<file path="src/rtl/core/tcpsyn_pkg.sv">
`timescale 1ns / 1ps
// ----------------------------------------------------------------------------
// tcpsyn_pkg
// Shared types and constants of the TCP SYN header builder: register codes,
// the fixed header words and the constant part of the TCP checksum.
// ----------------------------------------------------------------------------
package tcpsyn_pkg;

	localparam int unsigned WORD_W     = 32;
	localparam int unsigned HALF_W     = 16;
	localparam int unsigned IDX_W      = 4;
	localparam int unsigned CFG_IDX_W  = 2;
	localparam int unsigned WORD_COUNT = 10;

	localparam logic [IDX_W-1:0] LAST_IDX = IDX_W'(WORD_COUNT - 1);

	// Configuration register codes
	typedef enum logic [CFG_IDX_W-1:0] {
		REG_SOURCE_ADDRESS = 2'd0,
		REG_SOURCE_PORT    = 2'd1,
		REG_TARGET_PORT    = 2'd2
	} cfg_reg_t;

	// Configuration register contents
	typedef struct packed {
		logic [WORD_W-1:0] source_address;
		logic [HALF_W-1:0] source_port_value;
		logic [HALF_W-1:0] target_port;
	} cfg_t;

	// Fixed header words
	localparam logic [WORD_W-1:0] IP_WORD0    = 32'h4500_0028;
	localparam logic [WORD_W-1:0] IP_WORD1    = 32'h0000_0000;
	localparam logic [WORD_W-1:0] IP_WORD2    = 32'hFF06_0000;
	localparam logic [WORD_W-1:0] TCP_SEQ     = 32'd30000;
	localparam logic [WORD_W-1:0] TCP_ACK     = 32'h0000_0000;
	localparam logic [WORD_W-1:0] TCP_FLAGWIN = 32'h5002_2744;

	localparam logic [HALF_W-1:0] PROTO_TCP = 16'h0006;
	localparam logic [HALF_W-1:0] TCP_LEN   = 16'd20;

	// Sum width: six 16-bit operands plus a constant below 2^16 fit in 19 bits
	localparam int unsigned SUM_W = 19;

	// Constant part of the pseudo-header and TCP header sum
	localparam logic [SUM_W-1:0] CSUM_CONST =
		SUM_W'(PROTO_TCP) + SUM_W'(TCP_LEN) +
		SUM_W'(TCP_SEQ[31:16]) + SUM_W'(TCP_SEQ[15:0]) +
		SUM_W'(TCP_ACK[31:16]) + SUM_W'(TCP_ACK[15:0]) +
		SUM_W'(TCP_FLAGWIN[31:16]) + SUM_W'(TCP_FLAGWIN[15:0]);

endpackage

</file>
<file path="src/rtl/core/tcpsyn_cfg.sv">
`timescale 1ns / 1ps
// ----------------------------------------------------------------------------
// tcpsyn_cfg
// Configuration register file: source address and the two TCP ports.
// ----------------------------------------------------------------------------
module tcpsyn_cfg (
	input  logic                               clk,
	input  logic                               arst_n,
	input  logic                               wr_en,
	input  logic [tcpsyn_pkg::CFG_IDX_W-1:0]   wr_index,
	input  logic [tcpsyn_pkg::WORD_W-1:0]      wr_data,
	output tcpsyn_pkg::cfg_t                   cfg
);

	tcpsyn_pkg::cfg_t cfg_q;

	// Write the addressed register; drop writes to unknown indexes
	always_ff @(posedge clk or negedge arst_n) begin
		if (!arst_n) begin
			cfg_q <= '0;
		end else if (wr_en) begin
			unique case (wr_index)
				tcpsyn_pkg::REG_SOURCE_ADDRESS: begin
					cfg_q.source_address <= wr_data;
				end
				tcpsyn_pkg::REG_SOURCE_PORT: begin
					cfg_q.source_port_value <= wr_data[tcpsyn_pkg::HALF_W-1:0];
				end
				tcpsyn_pkg::REG_TARGET_PORT: begin
					cfg_q.target_port <= wr_data[tcpsyn_pkg::HALF_W-1:0];
				end
				default: begin
					cfg_q <= cfg_q;
				end
			endcase
		end
	end

	assign cfg = cfg_q;

endmodule

</file>
<file path="src/rtl/core/tcpsyn_csum.sv">
`timescale 1ns / 1ps
// ----------------------------------------------------------------------------
// tcpsyn_csum
// TCP checksum: ones-complement sum over pseudo-header and TCP header,
// folded to 16 bits and complemented.
// ----------------------------------------------------------------------------
module tcpsyn_csum (
	input  tcpsyn_pkg::cfg_t                  cfg,
	input  logic [tcpsyn_pkg::WORD_W-1:0]     dest_address,
	output logic [tcpsyn_pkg::HALF_W-1:0]     csum
);

	localparam int unsigned SW = tcpsyn_pkg::SUM_W;
	localparam int unsigned HW = tcpsyn_pkg::HALF_W;

	logic [SW-1:0] sum;
	logic [HW:0]   fold1;
	logic [HW:0]   fold2;

	// Add the variable halves onto the constant part
	assign sum = tcpsyn_pkg::CSUM_CONST +
		SW'(cfg.source_address[31:16]) + SW'(cfg.source_address[15:0]) +
		SW'(dest_address[31:16]) + SW'(dest_address[15:0]) +
		SW'(cfg.source_port_value) + SW'(cfg.target_port);

	// Fold the carries back in twice, then complement
	assign fold1 = (HW+1)'(sum[HW-1:0]) + (HW+1)'(sum[SW-1:HW]);
	assign fold2 = (HW+1)'(fold1[HW-1:0]) + (HW+1)'(fold1[HW]);
	assign csum  = ~fold2[HW-1:0];

endmodule

</file>
<file path="src/rtl/core/tcp_syn_header_builder_unit.sv">
`timescale 1ns / 1ps
// ----------------------------------------------------------------------------
// tcp_syn_header_builder_unit
// Builds the 40-byte IPv4+TCP SYN probe header for one destination address
// and sends it as ten big-endian 32-bit words, the last one marked.
//
//   channel | signals                                      | flow
//   --------+----------------------------------------------+------------------
//   request | start, busy, dest_address                    | in, start/busy
//   result  | word_valid, header_word, word_index, last_word | out, strobe only
//   config  | cfg_valid, cfg_ready, cfg_index, cfg_data    | in, valid/ready
//
// Each request produces ten words on consecutive cycles, one word per cycle
// from the output register, through the holding register and the word
// sequencer. One request waits in the holding register while the previous
// one streams, so back-to-back requests leave no gap on the output. busy is
// high while that register is full and the sequencer is active and not on
// its last word. Reset clears the configuration to zero and drops any
// request in flight. The receiver cannot stall.
// ----------------------------------------------------------------------------
module tcp_syn_header_builder_unit (
	input  logic                               clk,
	input  logic                               arst_n,
	// request
	input  logic                               start,
	output logic                               busy,
	input  logic [tcpsyn_pkg::WORD_W-1:0]      dest_address,
	// result
	output logic                               word_valid,
	output logic [tcpsyn_pkg::WORD_W-1:0]      header_word,
	output logic [tcpsyn_pkg::IDX_W-1:0]       word_index,
	output logic                               last_word,
	// configuration
	input  logic                               cfg_valid,
	output logic                               cfg_ready,
	input  logic [tcpsyn_pkg::CFG_IDX_W-1:0]   cfg_index,
	input  logic [tcpsyn_pkg::WORD_W-1:0]      cfg_data
);

	localparam int unsigned IW = tcpsyn_pkg::IDX_W;

	tcpsyn_pkg::cfg_t cfg;

	logic                         hold_vld_s1;
	logic [tcpsyn_pkg::WORD_W-1:0] hold_dest_s1;

	logic                         seq_active_s2;
	logic [IW-1:0]                seq_idx_s2;
	logic [tcpsyn_pkg::WORD_W-1:0] seq_dest_s2;
	logic [tcpsyn_pkg::HALF_W-1:0] seq_csum_s2;

	logic                         word_valid_q;
	logic [tcpsyn_pkg::WORD_W-1:0] header_word_q;
	logic [IW-1:0]                word_index_q;
	logic                         last_word_q;

	logic [tcpsyn_pkg::HALF_W-1:0] csum;
	logic                         seq_last;
	logic                         take;
	logic                         accept;
	logic [tcpsyn_pkg::WORD_W-1:0] word_mux;

	// Configuration registers, always ready
	assign cfg_ready = 1'b1;

	tcpsyn_cfg u_cfg (
		.clk      (clk),
		.arst_n   (arst_n),
		.wr_en    (cfg_valid),
		.wr_index (cfg_index),
		.wr_data  (cfg_data),
		.cfg      (cfg)
	);

	// Checksum of the held request, registered on hand-off to the sequencer
	tcpsyn_csum u_csum (
		.cfg          (cfg),
		.dest_address (hold_dest_s1),
		.csum         (csum)
	);

	// Hand off when the sequencer is free or finishing its last word
	assign seq_last = (seq_idx_s2 == tcpsyn_pkg::LAST_IDX);
	assign take     = hold_vld_s1 && (!seq_active_s2 || seq_last);
	assign busy     = hold_vld_s1 && !take;
	assign accept   = start && !busy;

	// Holding register for one request
	always_ff @(posedge clk or negedge arst_n) begin
		if (!arst_n) begin
			hold_vld_s1 <= 1'b0;
		end else if (accept) begin
			hold_vld_s1 <= 1'b1;
		end else if (take) begin
			hold_vld_s1 <= 1'b0;
		end
	end

	always_ff @(posedge clk) begin
		if (accept) begin
			hold_dest_s1 <= dest_address;
		end
	end

	// Word sequencer: load a request, then advance one word per cycle
	always_ff @(posedge clk or negedge arst_n) begin
		if (!arst_n) begin
			seq_active_s2 <= 1'b0;
			seq_idx_s2    <= '0;
		end else if (take) begin
			seq_active_s2 <= 1'b1;
			seq_idx_s2    <= '0;
		end else if (seq_active_s2) begin
			if (seq_last) begin
				seq_active_s2 <= 1'b0;
			end else begin
				seq_idx_s2 <= seq_idx_s2 + IW'(1);
			end
		end
	end

	always_ff @(posedge clk) begin
		if (take) begin
			seq_dest_s2 <= hold_dest_s1;
			seq_csum_s2 <= csum;
		end
	end

	// Select the header word for the current position
	always_comb begin
		unique case (seq_idx_s2)
			4'd0:    word_mux = tcpsyn_pkg::IP_WORD0;
			4'd1:    word_mux = tcpsyn_pkg::IP_WORD1;
			4'd2:    word_mux = tcpsyn_pkg::IP_WORD2;
			4'd3:    word_mux = cfg.source_address;
			4'd4:    word_mux = seq_dest_s2;
			4'd5:    word_mux = {cfg.source_port_value, cfg.target_port};
			4'd6:    word_mux = tcpsyn_pkg::TCP_SEQ;
			4'd7:    word_mux = tcpsyn_pkg::TCP_ACK;
			4'd8:    word_mux = tcpsyn_pkg::TCP_FLAGWIN;
			4'd9:    word_mux = {seq_csum_s2, {tcpsyn_pkg::HALF_W{1'b0}}};
			default: word_mux = '0;
		endcase
	end

	// Output register
	always_ff @(posedge clk or negedge arst_n) begin
		if (!arst_n) begin
			word_valid_q <= 1'b0;
		end else begin
			word_valid_q <= seq_active_s2;
		end
	end

	always_ff @(posedge clk) begin
		header_word_q <= word_mux;
		word_index_q  <= seq_idx_s2;
		last_word_q   <= seq_active_s2 && seq_last;
	end

	assign word_valid  = word_valid_q;
	assign header_word = header_word_q;
	assign word_index  = word_index_q;
	assign last_word   = last_word_q;

endmodule

</file>
<file path="config.mk">
export PLATFORM = sky130hd
export DESIGN_NAME = tcp_syn_header_builder_unit
export DESIGN_NICKNAME = d
export VERILOG_FILES = /design/src/rtl/core/tcpsyn_pkg.sv /design/src/rtl/core/tcpsyn_cfg.sv /design/src/rtl/core/tcpsyn_csum.sv /design/src/rtl/core/tcp_syn_header_builder_unit.sv
export SDC_FILE = /design/constraint.sdc
export NUM_CORES = 1
export LEC_CHECK = 0
export BUFFER_PORTS_ARGS = -buffer_cell sky130_fd_sc_hd__clkbuf_2
export CORE_MARGIN = 4
export CORE_UTILIZATION = 60
export CTS_CLUSTER_DIAMETER = 200
export DETAILED_ROUTE_END_ITERATION = 12
export PLACE_DENSITY = 0.92
export SYNTH_ARGS = -nofsm -noshare
export SYNTH_HDL_FRONTEND = slang
export SYNTH_HIERARCHICAL = 1
export SYNTH_SLANG_ARGS = --single-unit
</file>
<file path="constraint.sdc">
create_clock -name clk -period 8.3 [get_ports clk]
set_input_delay 0.415 -clock clk [delete_from_list [all_inputs] [get_ports clk]]
set_output_delay 0.415 -clock clk [all_outputs]
set_load 0.005 [all_outputs]
</file>
==> impl_metrics.ini <==
[outcome]
status = completed

[placement]
routabilityCongestion = 0.9564
port_buffers = 108
dp.cells = 1177
hpwl_um = 18510

[global_routing]
grt.busiest_layer = met2
grt_pass1_wl_um = 42820
grt.met3_usage = 0.07204
grt_overflow_total = 0
grt_use_met1 = 0.3621
grtUsageTotal = 0.2868
grt_max_degree = 72
grt_pass1_vias = 7749
use_met2 = 0.4641
antenna_found_initial = 0

[die]
die_x_um = 139.6
io_pins = 110
row_count = 47
initial_utilization = 0.6202
chipHeight_um = 139.6
die_area_mm2 = 0.01949
core_mm2 = 0.01676

[timing]
hold_violations = 0
skew_ps = 11.35
fmax_ghz = 0.1242
tightest_slew_ps = 1189
slew_headroom = 0.2064
min_period_ps = 8053
drv_slew = 0
min_period_over_period = 0.9702
setup_viol = 0

[setup_path]
ff2ff_path_depth = 33
reg2reg_from = u_cfg/cfg[4]
critPathKind = reg -> reg
slowest_delay_ps = 580
cp.required_ps = 8480
startpoint_type = register
slowest_stage = fa_1
cp_max_fo = 5
rrSetupSlack_ps = 250
arrival_ps = 8230
end_kind = register
r2r_end = seq_csum_s2[15]
path_common_cell = inv_1

[min_path]
hp-class = in -> reg
hold_start = dest_address[31]
hold_path_depth = 1
whs_endpoint = hold_dest_s1[31]

[routing]
drt_wl_total_um = 28010
dr.pass1.iters = 6
drtIter0Drc = 953
dr_total_vias = 7537
antenna_left = 0
wl_per_cell_um = 23.07
drc = 0
via_per_inst = 6.208

[layout]
most-common-layout-cells = 180 x inv_1, 107 x clkbuf_2, 80 x edfxtp_1, 71 x dfrtp_1
layout_commonest_cell = inv_1
final_util = 0.7041
fin_cells = 1214
drive_gt1_frac = 0.2505
areaGrowthSynthToFinish_pct = 13.54
nNetsFinal = 1156
diodes = 0

[cts]
cts_root_buffer = clkbuf_16
cts_made_buffers = 17
hold_buffers = 0
clkTransAtPathRegs_ps = 70
cts.sink_count = 188
htree_levels = 4
clk_latency_ps = 440
cts_tree = built
cts_buffer_depth = 2

[synthesis]
synth_top_area_frac = 0.2311
syn_area_mm2 = 0.01039
synth-edff-count = 80
synth_top_area_cell = edfxtp_1
synthArstFlopShare = 0.3777
synth_area_leaders = edfxtp_1 23%, dfrtp_1 17%, fa_1 13%
syn_inst = 868
synth_cell_types = 72
yosysWarnings = 6
syn_nets = 1043
ys_ff_latch = 188
seq_area_frac_synth = 0.4733
ys_dominant_reg_cell = edfxtp_1
syn_area_per_cell_um2 = 11.97

[run]
cap_viol_max_count = 0
## synthesized netlist by cell type, types with 3 or more instances
cell type / number
a211oi_1: 3
a211oi_2: 4
a21o_1: 6
a21oi_1: 25
a221o_1: 6
a22oi_1: 26
a31oi_1: 8
a32oi_1: 3
and2_1: 7
and3_1: 4
and3b_1: 3
buf_2: 8
buf_4: 5
buf_6: 5
clkbuf_1: 8
dfrtp_1: 71
dfxtp_1: 37
edfxtp_1: 80
fa_1: 65
ha_1: 40
inv_1: 181
mux2_2: 63
nand2_1: 32
nand2b_1: 6
nand3_1: 15
nand3b_1: 6
nand4_1: 3
nor2_1: 11
nor2b_1: 9
nor3_1: 3
nor4_1: 4
o2111ai_1: 3
o211ai_1: 11
o21a_1: 5
o21ai_0: 21
o221ai_1: 4
xnor2_1: 22
xor2_1: 12
## logic make-up (layout without fill, tap and decap cells)
family	after synthesis	in the layout	synth area share
XOR/XNOR	36	36	0.03178
buffers and inverters	208	334	0.08246
multiplexers	66	66	0.07139
flip-flops	188	188	0.4733
AND/OR/NAND/NOR	119	119	0.06741
other	1	1	0.0003608
AO/OA/AOI/OAI	145	145	0.09992
adder cells (fa/ha/maj)	105	105	0.1733
## through the flow
stage | TNS (ps) | setup slack (ps) | hold WS (ps) | instance area [µm²]
after detailed placement | -33.55 | -33.55 | 418.4 | 11090
after global placement | 0 | 285.3 | 413.7 | 11090
after floorplan | 0 | 732.5 | 119.4 | 10390
after global routing | -162.0 | -83.75 | 133.7 | 11800
after CTS | 0 | 12.48 | 136.9 | 11700
final | 0 | 247.1 | 144.8 | 11800
## layout make-up
cell class	instances	area (µm²)
Clock buffer	23	488.0
Multi-Input combinational cell	472	4692
Timing Repair Buffer	121	638.1
Clock inverter	9	108.9
Fill cell	1068	4959
Sequential cell	188	4920
Tap cell	220	275.3
Inverter	181	679.4
## how the worst max path moves through the flow
stage,from,to,slack (ps),depth (start not counted)
after global placement,u_cfg/cfg[10],seq_csum_s2[15],290,33
after CTS,u_cfg/cfg[4],seq_csum_s2[15],10,34
after global routing,u_cfg/cfg[10],seq_csum_s2[15],-80,33
after detailed placement,u_cfg/cfg[4],seq_csum_s2[15],-30,34
final,u_cfg/cfg[4],seq_csum_s2[15],250,33
after floorplan,u_cfg/cfg[7],seq_csum_s2[15],730,34
## sequential cells by signal, summed over array words and instances (netlist names)
name,cells
word_index,4
u_cfg/cfg,64
hold_dest_s1,32
seq_idx_s2,4
hold_vld_s1,1
header_word,32
seq_active_s2,1
seq_csum_s2,16
last_word,1
seq_dest_s2,32
word_valid,1
## metal layers
| metal | up-vias | wire [µm] |
|---|---|---|
| met2 | 567 | 13580 |
| met3 | 129 | 3053 |
| li1 | 3152 | - |
| met1 | 3689 | 9929 |
| met5 | - | 0 |
| met4 | 0 | 1444 |
## worst max-delay path: cells and delay by family, from the launching register on
kind            cells  cell delay [ps]
xor+xnor            2              260
buf+inv             5              330
compound gates      8             1810
flops               1              380
simple gates       10             1760
fa+ha+maj           8             3220
## repair_timing
item	CTS	global route
gates resized for setup	1	17
endpoints found under the setup margin	2	9
setup buffers	0	5
pin swaps	0	6
Power is not shown: default switching activity piles up to over one toggle a cycle in this logic, so the estimate is an artifact.
